**src/hw/rtl/omc_pkg.sv**
```systemverilog
// shared types and constants for the multimode output controller
// transaction payloads, configuration register map, mode codes
// no dependencies
package omc_pkg;

	localparam int DATA_W   = 32;
	localparam int OUT_BITS = 12;
	localparam int DUTY_W   = OUT_BITS;
	localparam int DRIVE_W  = 12;
	localparam int IDX_W    = 3;

	typedef enum logic [1:0] {
		MODE_MANUAL = 2'd0,
		MODE_TIMER  = 2'd1,
		MODE_PID    = 2'd2,
		MODE_ONOFF  = 2'd3
	} mode_t;

	typedef enum logic [IDX_W-1:0] {
		REG_MODE       = 3'd0,
		REG_DRIVE      = 3'd1,
		REG_PARAM_LOW  = 3'd2,
		REG_PARAM_HIGH = 3'd3,
		REG_SETPOINT   = 3'd4,
		REG_GAIN_P     = 3'd5,
		REG_GAIN_I     = 3'd6,
		REG_GAIN_D     = 3'd7
	} reg_idx_t;

	typedef struct packed {
		logic                     restart;
		logic signed [DATA_W-1:0] measured;
	} in_item_t;

	typedef struct packed {
		logic [DUTY_W-1:0] duty;
		logic              phase_on;
	} out_item_t;

	typedef struct packed {
		mode_t                    mode;
		logic [DRIVE_W-1:0]       drive_level;
		logic signed [DATA_W-1:0] mode_param_low;
		logic signed [DATA_W-1:0] mode_param_high;
		logic signed [DATA_W-1:0] setpoint;
		logic signed [DATA_W-1:0] gain_p;
		logic signed [DATA_W-1:0] gain_i;
		logic signed [DATA_W-1:0] gain_d;
	} cfg_t;

	// per-transaction update strobes for the state holding units
	typedef struct packed {
		logic step;
		logic restart;
	} step_ctl_t;

endpackage

```
**src/hw/rtl/omc_timer.sv**
```systemverilog
// on/off interval timer: tick counter, phase flag and current phase limit
// depends on omc_pkg
module omc_timer
	import omc_pkg::*;
(
	input  logic                     clk,
	input  logic                     arst_n,
	input  step_ctl_t                ctl,
	input  logic signed [DATA_W-1:0] on_ticks,
	input  logic signed [DATA_W-1:0] off_ticks,
	output logic                     phase_nxt
);

	logic [DATA_W-1:0]        tick_q;
	logic                     phase_q;
	logic signed [DATA_W-1:0] limit_q;

	logic [DATA_W-1:0]        tick_inc;
	logic                     toggle;
	logic                     phase_t;

	assign tick_inc = tick_q + DATA_W'(1);
	// counter wraps, compare is signed so a negative limit flips every tick
	assign toggle   = $signed(tick_inc) > limit_q;
	assign phase_t  = phase_q ^ toggle;

	always_comb begin
		if (ctl.restart) begin
			phase_nxt = 1'b1;
		end else if (ctl.step) begin
			phase_nxt = phase_t;
		end else begin
			phase_nxt = phase_q;
		end
	end

	always_ff @(posedge clk or negedge arst_n) begin
		if (!arst_n) begin
			tick_q  <= '0;
			phase_q <= 1'b1;
			limit_q <= '0;
		end else if (ctl.restart) begin
			tick_q  <= '0;
			phase_q <= 1'b1;
			limit_q <= on_ticks;
		end else if (ctl.step) begin
			tick_q  <= toggle ? '0 : tick_inc;
			phase_q <= phase_t;
			limit_q <= phase_t ? on_ticks : off_ticks;
		end
	end

endmodule

```
**config.mk**
```make
export PLATFORM = sky130hd
export DESIGN_NAME = omc_timer
export DESIGN_NICKNAME = d
export VERILOG_FILES = /design/src/hw/rtl/omc_pkg.sv /design/src/hw/rtl/omc_timer.sv
export SDC_FILE = /design/constraint.sdc
export NUM_CORES = 1
export LEC_CHECK = 0
export ABC_AREA = 1
export BUFFER_PORTS_ARGS = -buffer_cell sky130_fd_sc_hd__buf_2
export CORE_MARGIN = 2
export CORE_UTILIZATION = 60
export DETAILED_ROUTE_END_ITERATION = 7
export PLACE_DENSITY_LB_ADDON = 0.2
export SYNTH_ARGS = -nofsm -noshare
export SYNTH_HDL_FRONTEND = slang
export SYNTH_SLANG_ARGS = --single-unit
```
**constraint.sdc**
```tcl
create_clock -name clk -period 7.4 [get_ports clk]
set_clock_uncertainty 0.15 [all_clocks]
set_input_delay 0.74 -clock clk [delete_from_list [all_inputs] [get_ports clk]]
set_output_delay 0.74 -clock clk [all_outputs]
set_load 0.01 [all_outputs]
```
==> results.yml, run 1 <==
placed_design:
  port_buffers: 68
  hpwl_um: 8380
  routabilityCongestion: 0.964
  placed_area_sq_um: 5220
drt:
  viasPerCell: 5.27
  drc: 0
  drt-total-wl_um: 11300
  antenna_left: 0
  wire_per_inst_um: 13.1
  dr.pass1.iters: 5
  drt_iter0_markers: 260
  via_count: 4520
timing:
  hold_viol_final: 0
  setup_viol: 0
  rsz0062_at_grt: "false"
  finalSetupTns_ns: 0
  period_minus_slack_ns: 5.68
  max_slew_margin_pct: 33.2
  drv_slew: 0
  worst_pin_slew_ns: 1.00
  max_freq_mhz: 176
  period_share_pct: 76.7
die:
  start_util_pct: 62.4
  num_rows: 32
  ioPinCount: 69
  die_w_um: 93.9
  die-area_sq_um: 8820
  coreArea_sq_um: 7770
  die_y_um: 93.9
setup_path:
  arrival_ns: 4.79
  startpoint: "tick_q[0]"
  setup.worst_path.end: "phase_nxt"
  critical_path.startpoint_type: "flop"
  rr_worst_depth: 22
  r2r-start: "tick_q[0]"
  critical_path_class: "reg -> out"
  worst-path-max-fanout: 33
  reg2reg_slack_ns: 2.83
  reg2reg_to: "limit_q[25]"
  cp.required_ns: 6.51
  endpoint_kind: "primary output"
job:
  max-cap-violations: 0
synth:
  synth_edf_count: 0
  async_reset_ff_share_pct: 100
  synth_cell_types: 37
  syn_area_per_cell_sq_um: 6.99
  netlist_instances: 694
  synth-main-ff-cell: "dfrtp_1"
  yosys_warnings: 0
  synth_seq_cells: 65
  synth_seq_area_share_pct: 33.6
  syn_nets: 795
  syn_area_sq_um: 4850
clocking:
  postCtsSetupBuffers: 0
  cts_buffers: 9
  clock-sinks: 65
  postCtsResizedCells: 0
  clk_pin_slew_ns: 0.07
  cts_tree: "yes"
  holdBufCountCts: 0
  clk_path_buf_depth: 2
  worstSkewPairLatency_ns: 0.36
  cts_max_level: 3
  clockRootBuffer: "clkbuf_8"
grt:
  grt_usage_pct: 27.5
  first_global_vias: 4195
  antenna_found_initial: 0
  overflow: 0
  grt_pass1_wl_um: 19100
  grt_start_max_net_pins: 66
final_layout:
  post-route-cell-area_sq_um: 5410
  final_common_cell: "nand2_1"
  nets: 852
  n_antenna_cell: 0
  seqCellArea_sq_um: 1630
  multi_input_area_sq_um: 2470
  syn_to_final_growth_pct: 11.6
  nFillCells: 665
  fin_util_pct: 69.7
  layout-drive-gt1-share_pct: 13.9
  mostFrequentLayoutCells: "184 x nand2_1, 166 x inv_1, 68 x buf_2, 64 x dfrtp_1, 44 x nand4_1"
min_path:
  hold_path.class: "reg -> reg"
outcome:
  outcome: "complete, no violations"
power_and_ir_drop:
  ir_drop_v: 0.000102
  leakage_nw: 3.18
  power_density_nw_per_um2: 165
## metal layers
metal / up-vias / part of all wire [%] / global-route usage, %
met1: 2044 / 47 / 38.5
met4: 0 / 2.0 / 9.42
met3: 16 / 5.8 / 4.65
met2: 151 / 46 / 43.3
met5: - / 0 / 0
li1: 2309 / - / -
## logic make-up (layout without fill, tap and decap cells)
logic type / count (synthesis) / count (layout) / synth area share [%]
AND/OR/NAND/NOR: 323 / 323 / 31.5
buffers and inverters: 192 / 254 / 15.4
flip-flops: 65 / 65 / 33.6
AO/OA/AOI/OAI: 59 / 59 / 7.05
adder cells (fa/ha/maj): 33 / 33 / 8.52
XOR/XNOR: 22 / 22 / 3.97
## worst min path at each step
| stage | depth (start not counted) | to | slack, ns | start |
|---|---|---|---|---|
| 3_3_place_gp | 2 | limit_q[18] | 0.31 | limit_q[18] |
| 4_1_cts | 2 | limit_q[18] | 0.33 | limit_q[18] |
| 2_1_floorplan | 0 | limit_q[0] | 0.29 | arst_n |
| 3_5_place_dp | 2 | limit_q[18] | 0.32 | limit_q[18] |
| 6_report | 2 | limit_q[18] | 0.33 | limit_q[18] |
| 5_1_grt | 2 | limit_q[28] | 0.36 | limit_q[28] |
## critical path: stages, from the launching register on
cell	delay, ns
dfrtp_1	0.41
nand2_1	0.10
nor2_2	0.13
nand2_2	0.09
nor2_4	0.16
inv_1	0.06
nor4_1	0.49
nand4_1	0.25
xor2_1	0.24
inv_1	0.06
ha_1	0.29
a21oi_1	0.15
o21a_1	0.12
nand2_1	0.05
a21oi_1	0.16
nand2_1	0.07
nand2_1	0.10
nand3_2	0.12
nand2_2	0.48
nand3_4	0.44
nand2_1	0.15
o21ai_0	0.14
buf_2	0.17
## Yosys cell counts, drive strengths merged (2+ instances only)
cell    count  area share (%)
a21oi      14             1.4
buf        17             1.9
clkbuf      9            0.70
dfrtp      64              33
ha         33             8.5
inv       166              13
nand2     187              15
nand3      43             4.9
nand4      46             6.4
nor2       29             2.8
nor3        5            0.62
nor4        9             1.5
o21a        2            0.31
o21ai      19             2.0
o22ai      22             3.0
xor2       22             4.0
## final cells by class
| class | count | share of cell area [%] |
|---|---|---|
| Clock inverter | 3 | 0.740 |
| Sequential cell | 65 | 30.1 |
| Inverter | 166 | 11.5 |
| Tap cell | 102 | 2.36 |
| Clock buffer | 13 | 2.75 |
| Timing Repair Buffer | 72 | 6.84 |
| Multi-Input combinational cell | 437 | 45.7 |
## power by group
part / switching, mW / internal, mW
Clock: 0.135 / 0.164
Sequential: 0.0177 / 0.386
Combinational: 0.123 / 0.0659
Total: 0.276 / 0.616
## stage by stage
step | hold slack, ns | total power, mW | setup WS, ns | instances
after floorplan | 0.294 | 0.541 | 3.31 | 694
after global placement | 0.315 | 0.589 | 2.38 | 842
after detailed placement | 0.318 | 0.598 | 2.17 | 842
after CTS | 0.334 | 0.895 | 1.76 | 858
after global routing | 0.357 | 0.940 | 1.15 | 858
final | 0.328 | 0.892 | 1.72 | 858
## flip-flops by register name, summed over array words and instances, names as in the netlist
signal	count
limit_q	32
phase_q	1
tick_q	32
Power figures use the tool's default switching activity.
==> inputs of run 2 (changes only) <==
--- a/config.mk
+++ b/config.mk
@@ -8,7 +8,7 @@
 export ABC_AREA = 1
 export BUFFER_PORTS_ARGS = -buffer_cell sky130_fd_sc_hd__buf_2
 export CORE_MARGIN = 2
-export CORE_UTILIZATION = 60
+export CORE_UTILIZATION = 58
 export DETAILED_ROUTE_END_ITERATION = 7
 export PLACE_DENSITY_LB_ADDON = 0.2
 export SYNTH_ARGS = -nofsm -noshare
==> constraint.sdc (replaced) <==
create_clock -name clk -period 5.4 [get_ports clk]
set_clock_uncertainty 0.15 [all_clocks]
set_input_delay 0.54 -clock clk [delete_from_list [all_inputs] [get_ports clk]]
set_output_delay 0.54 -clock clk [all_outputs]
set_load 0.01 [all_outputs]
==> run 2 against run 1 <==
  * Cell count grew 0.70%
  * Clock power up 37%
  * Final area up 0.49%
  * Total power rose by 37%
  * Core utilization is 3.2 points lower
  * Highest routed layer unchanged
  * Sequential power rose by 37%
  * Worst setup slack worse by 1.1 ns
  * Critical endpoint unchanged
==> results.yml, run 2 (synthesis results as in run 1) <==
drt:
  drc: 0
  viasPerCell: 5.28
  drt-total-wl_um: 11400
  wire_per_inst_um: 13.2
  drt_iter0_markers: 251
  antenna_left: 0
  via_count: 4565
  dr.pass1.iters: 5
timing:
  max_slew_margin_pct: 33.1
  rsz0062_at_grt: "false"
  worst_pin_slew_ns: 1.00
  max_freq_mhz: 210
  finalSetupTns_ns: 0
  setup_viol: 0
  drv_slew: 0
  period_share_pct: 88.1
  timing.final.ws_setup_ns: 0.644
  period_minus_slack_ns: 4.76
  hold_viol_final: 0
setup_path:
  cp.required_ns: 4.71
  startpoint: "tick_q[0]"
  reg2reg_to: "tick_q[9]"
  endpoint_kind: "primary output"
  arrival_ns: 4.07
  critical_path.startpoint_type: "flop"
  r2r-start: "tick_q[0]"
  critical_path_class: "reg -> out"
  worst-path-max-fanout: 6
  setup.worst_path.end: "phase_nxt"
  rr_worst_depth: 22
  reg2reg_slack_ns: 1.02
power_and_ir_drop:
  internal_power_uw: 848
  p_seq_share_pct: 45.1
  ir_drop_v: 0.000130
  leakage_nw: 3.19
  share_comb_of_total_power_pct: 21.5
  switchingPower_uw: 377
  p_sw_share_pct: 30.8
  power_density_nw_per_um2: 225
  power_frac_clock_pct: 33.3
clocking:
  clk_pin_slew_ns: 0.07
  cts_tree: "yes"
  clockRootBuffer: "clkbuf_8"
  postCtsResizedCells: 0
  postCtsSetupBuffers: 0
  holdBufCountCts: 0
  cts_buffers: 9
  worstSkewPairLatency_ns: 0.35
  cts_max_level: 3
  clock-sinks: 65
  clk_path_buf_depth: 2
grt:
  first_global_vias: 4388
  antenna_found_initial: 0
  overflow: 0
  grt_usage_pct: 27.8
  grt_start_max_net_pins: 66
  grt_pass1_wl_um: 19800
die:
  start_util_pct: 59.3
  num_rows: 33
  die-area_sq_um: 9110
  die_y_um: 95.4
  die_w_um: 95.4
  ioPinCount: 69
  coreArea_sq_um: 8180
placed_design:
  dp.cells: 848
  hpwl_um: 8630
  pre_cts_slack_ns: 1.06
  port_buffers: 68
  routabilityCongestion: 0.931
final_layout:
  seqCellArea_sq_um: 1630
  layout-drive-gt1-share_pct: 14.2
  final_cells: 864
  final_common_cell: "nand2_1"
  mostFrequentLayoutCells: "184 x nand2_1, 166 x inv_1, 68 x buf_2, 64 x dfrtp_1, 44 x nand4_1"
  nFillCells: 722
  reg_top3: "limit_q x32, tick_q x32, phase_q x1"
  n_antenna_cell: 0
  syn_to_final_growth_pct: 12.2
  multi_input_area_sq_um: 2470
  nets: 855
outcome:
  outcome: "complete, no violations"
job:
  max-cap-violations: 0
min_path:
  hold_path.class: "in -> async"
run 2: cell count changes in the layout (fill, tap and decap cells not counted), sizes merged:
cell	previous run	this run
buf	72	75
run 2: layout make-up:
cell class	instances	area share [%]
Sequential cell	65	29.9
Multi-Input combinational cell	437	45.5
Tap cell	105	2.42
Inverter	166	11.5
Clock buffer	13	2.74
Clock inverter	3	0.736
Timing Repair Buffer	75	7.22
run 2: worst min-delay path by stage:
stage          slack, ns  depth (start not counted)     endpoint   startpoint
2_1_floorplan       0.09                          0   limit_q[0]       arst_n
3_3_place_gp        0.31                          2  limit_q[12]  limit_q[12]
3_5_place_dp        0.32                          2   limit_q[3]   limit_q[3]
4_1_cts             0.25                          2      phase_q       ctl[1]
5_1_grt             0.30                          2    tick_q[8]       arst_n
6_report            0.22                          2   tick_q[10]       arst_n
run 2: routing by layer:
layer | GRT usage (%) | share of wire [%] | wire length [um]
met5 | 0 | 0 | 0
met4 | 9.88 | 1.7 | 197
met3 | 4.03 | 5.8 | 662
met2 | 44.2 | 46 | 5240
met1 | 38.7 | 47 | 5340
run 2: metrics by stage:
stage	area (sq um)	power (mW)	utilization, %	hold WS, ns
final	5440	1.23	66.5	0.225
after detailed placement	5250	0.825	64.2	0.315
after global placement	5250	0.813	64.2	0.314
after CTS	5440	1.23	66.5	0.254
after floorplan	4850	0.741	-	0.0944
after global routing	5440	1.30	66.5	0.296
run 2: critical path, cell delays in order (launching register included):
cell	delay, ns
dfrtp_1	0.41
ha_1	0.20
nand2_1	0.11
nor2_4	0.17
nand2_2	0.09
nor2_2	0.10
nand4_1	0.16
nor4_1	0.24
nand2_1	0.15
nor2_1	0.16
xor2_1	0.20
inv_1	0.08
ha_1	0.27
nand2_1	0.06
nor2_1	0.13
nand2_1	0.09
nor2_1	0.16
nand2_1	0.10
nand3_1	0.12
nand3_2	0.14
nand2_2	0.12
nand3_4	0.07
nand2_1	0.10
o21ai_0	0.12
buf_2	0.17
run 2: power by group through the flow:
stage	Sequential [mW]	Clock, mW	Combinational, mW
floorplan	0.555	0	0.186
global placement	0.562	0	0.252
detailed placement	0.562	0	0.263
CTS	0.553	0.417	0.265
global route	0.559	0.437	0.306
finish	0.553	0.409	0.264
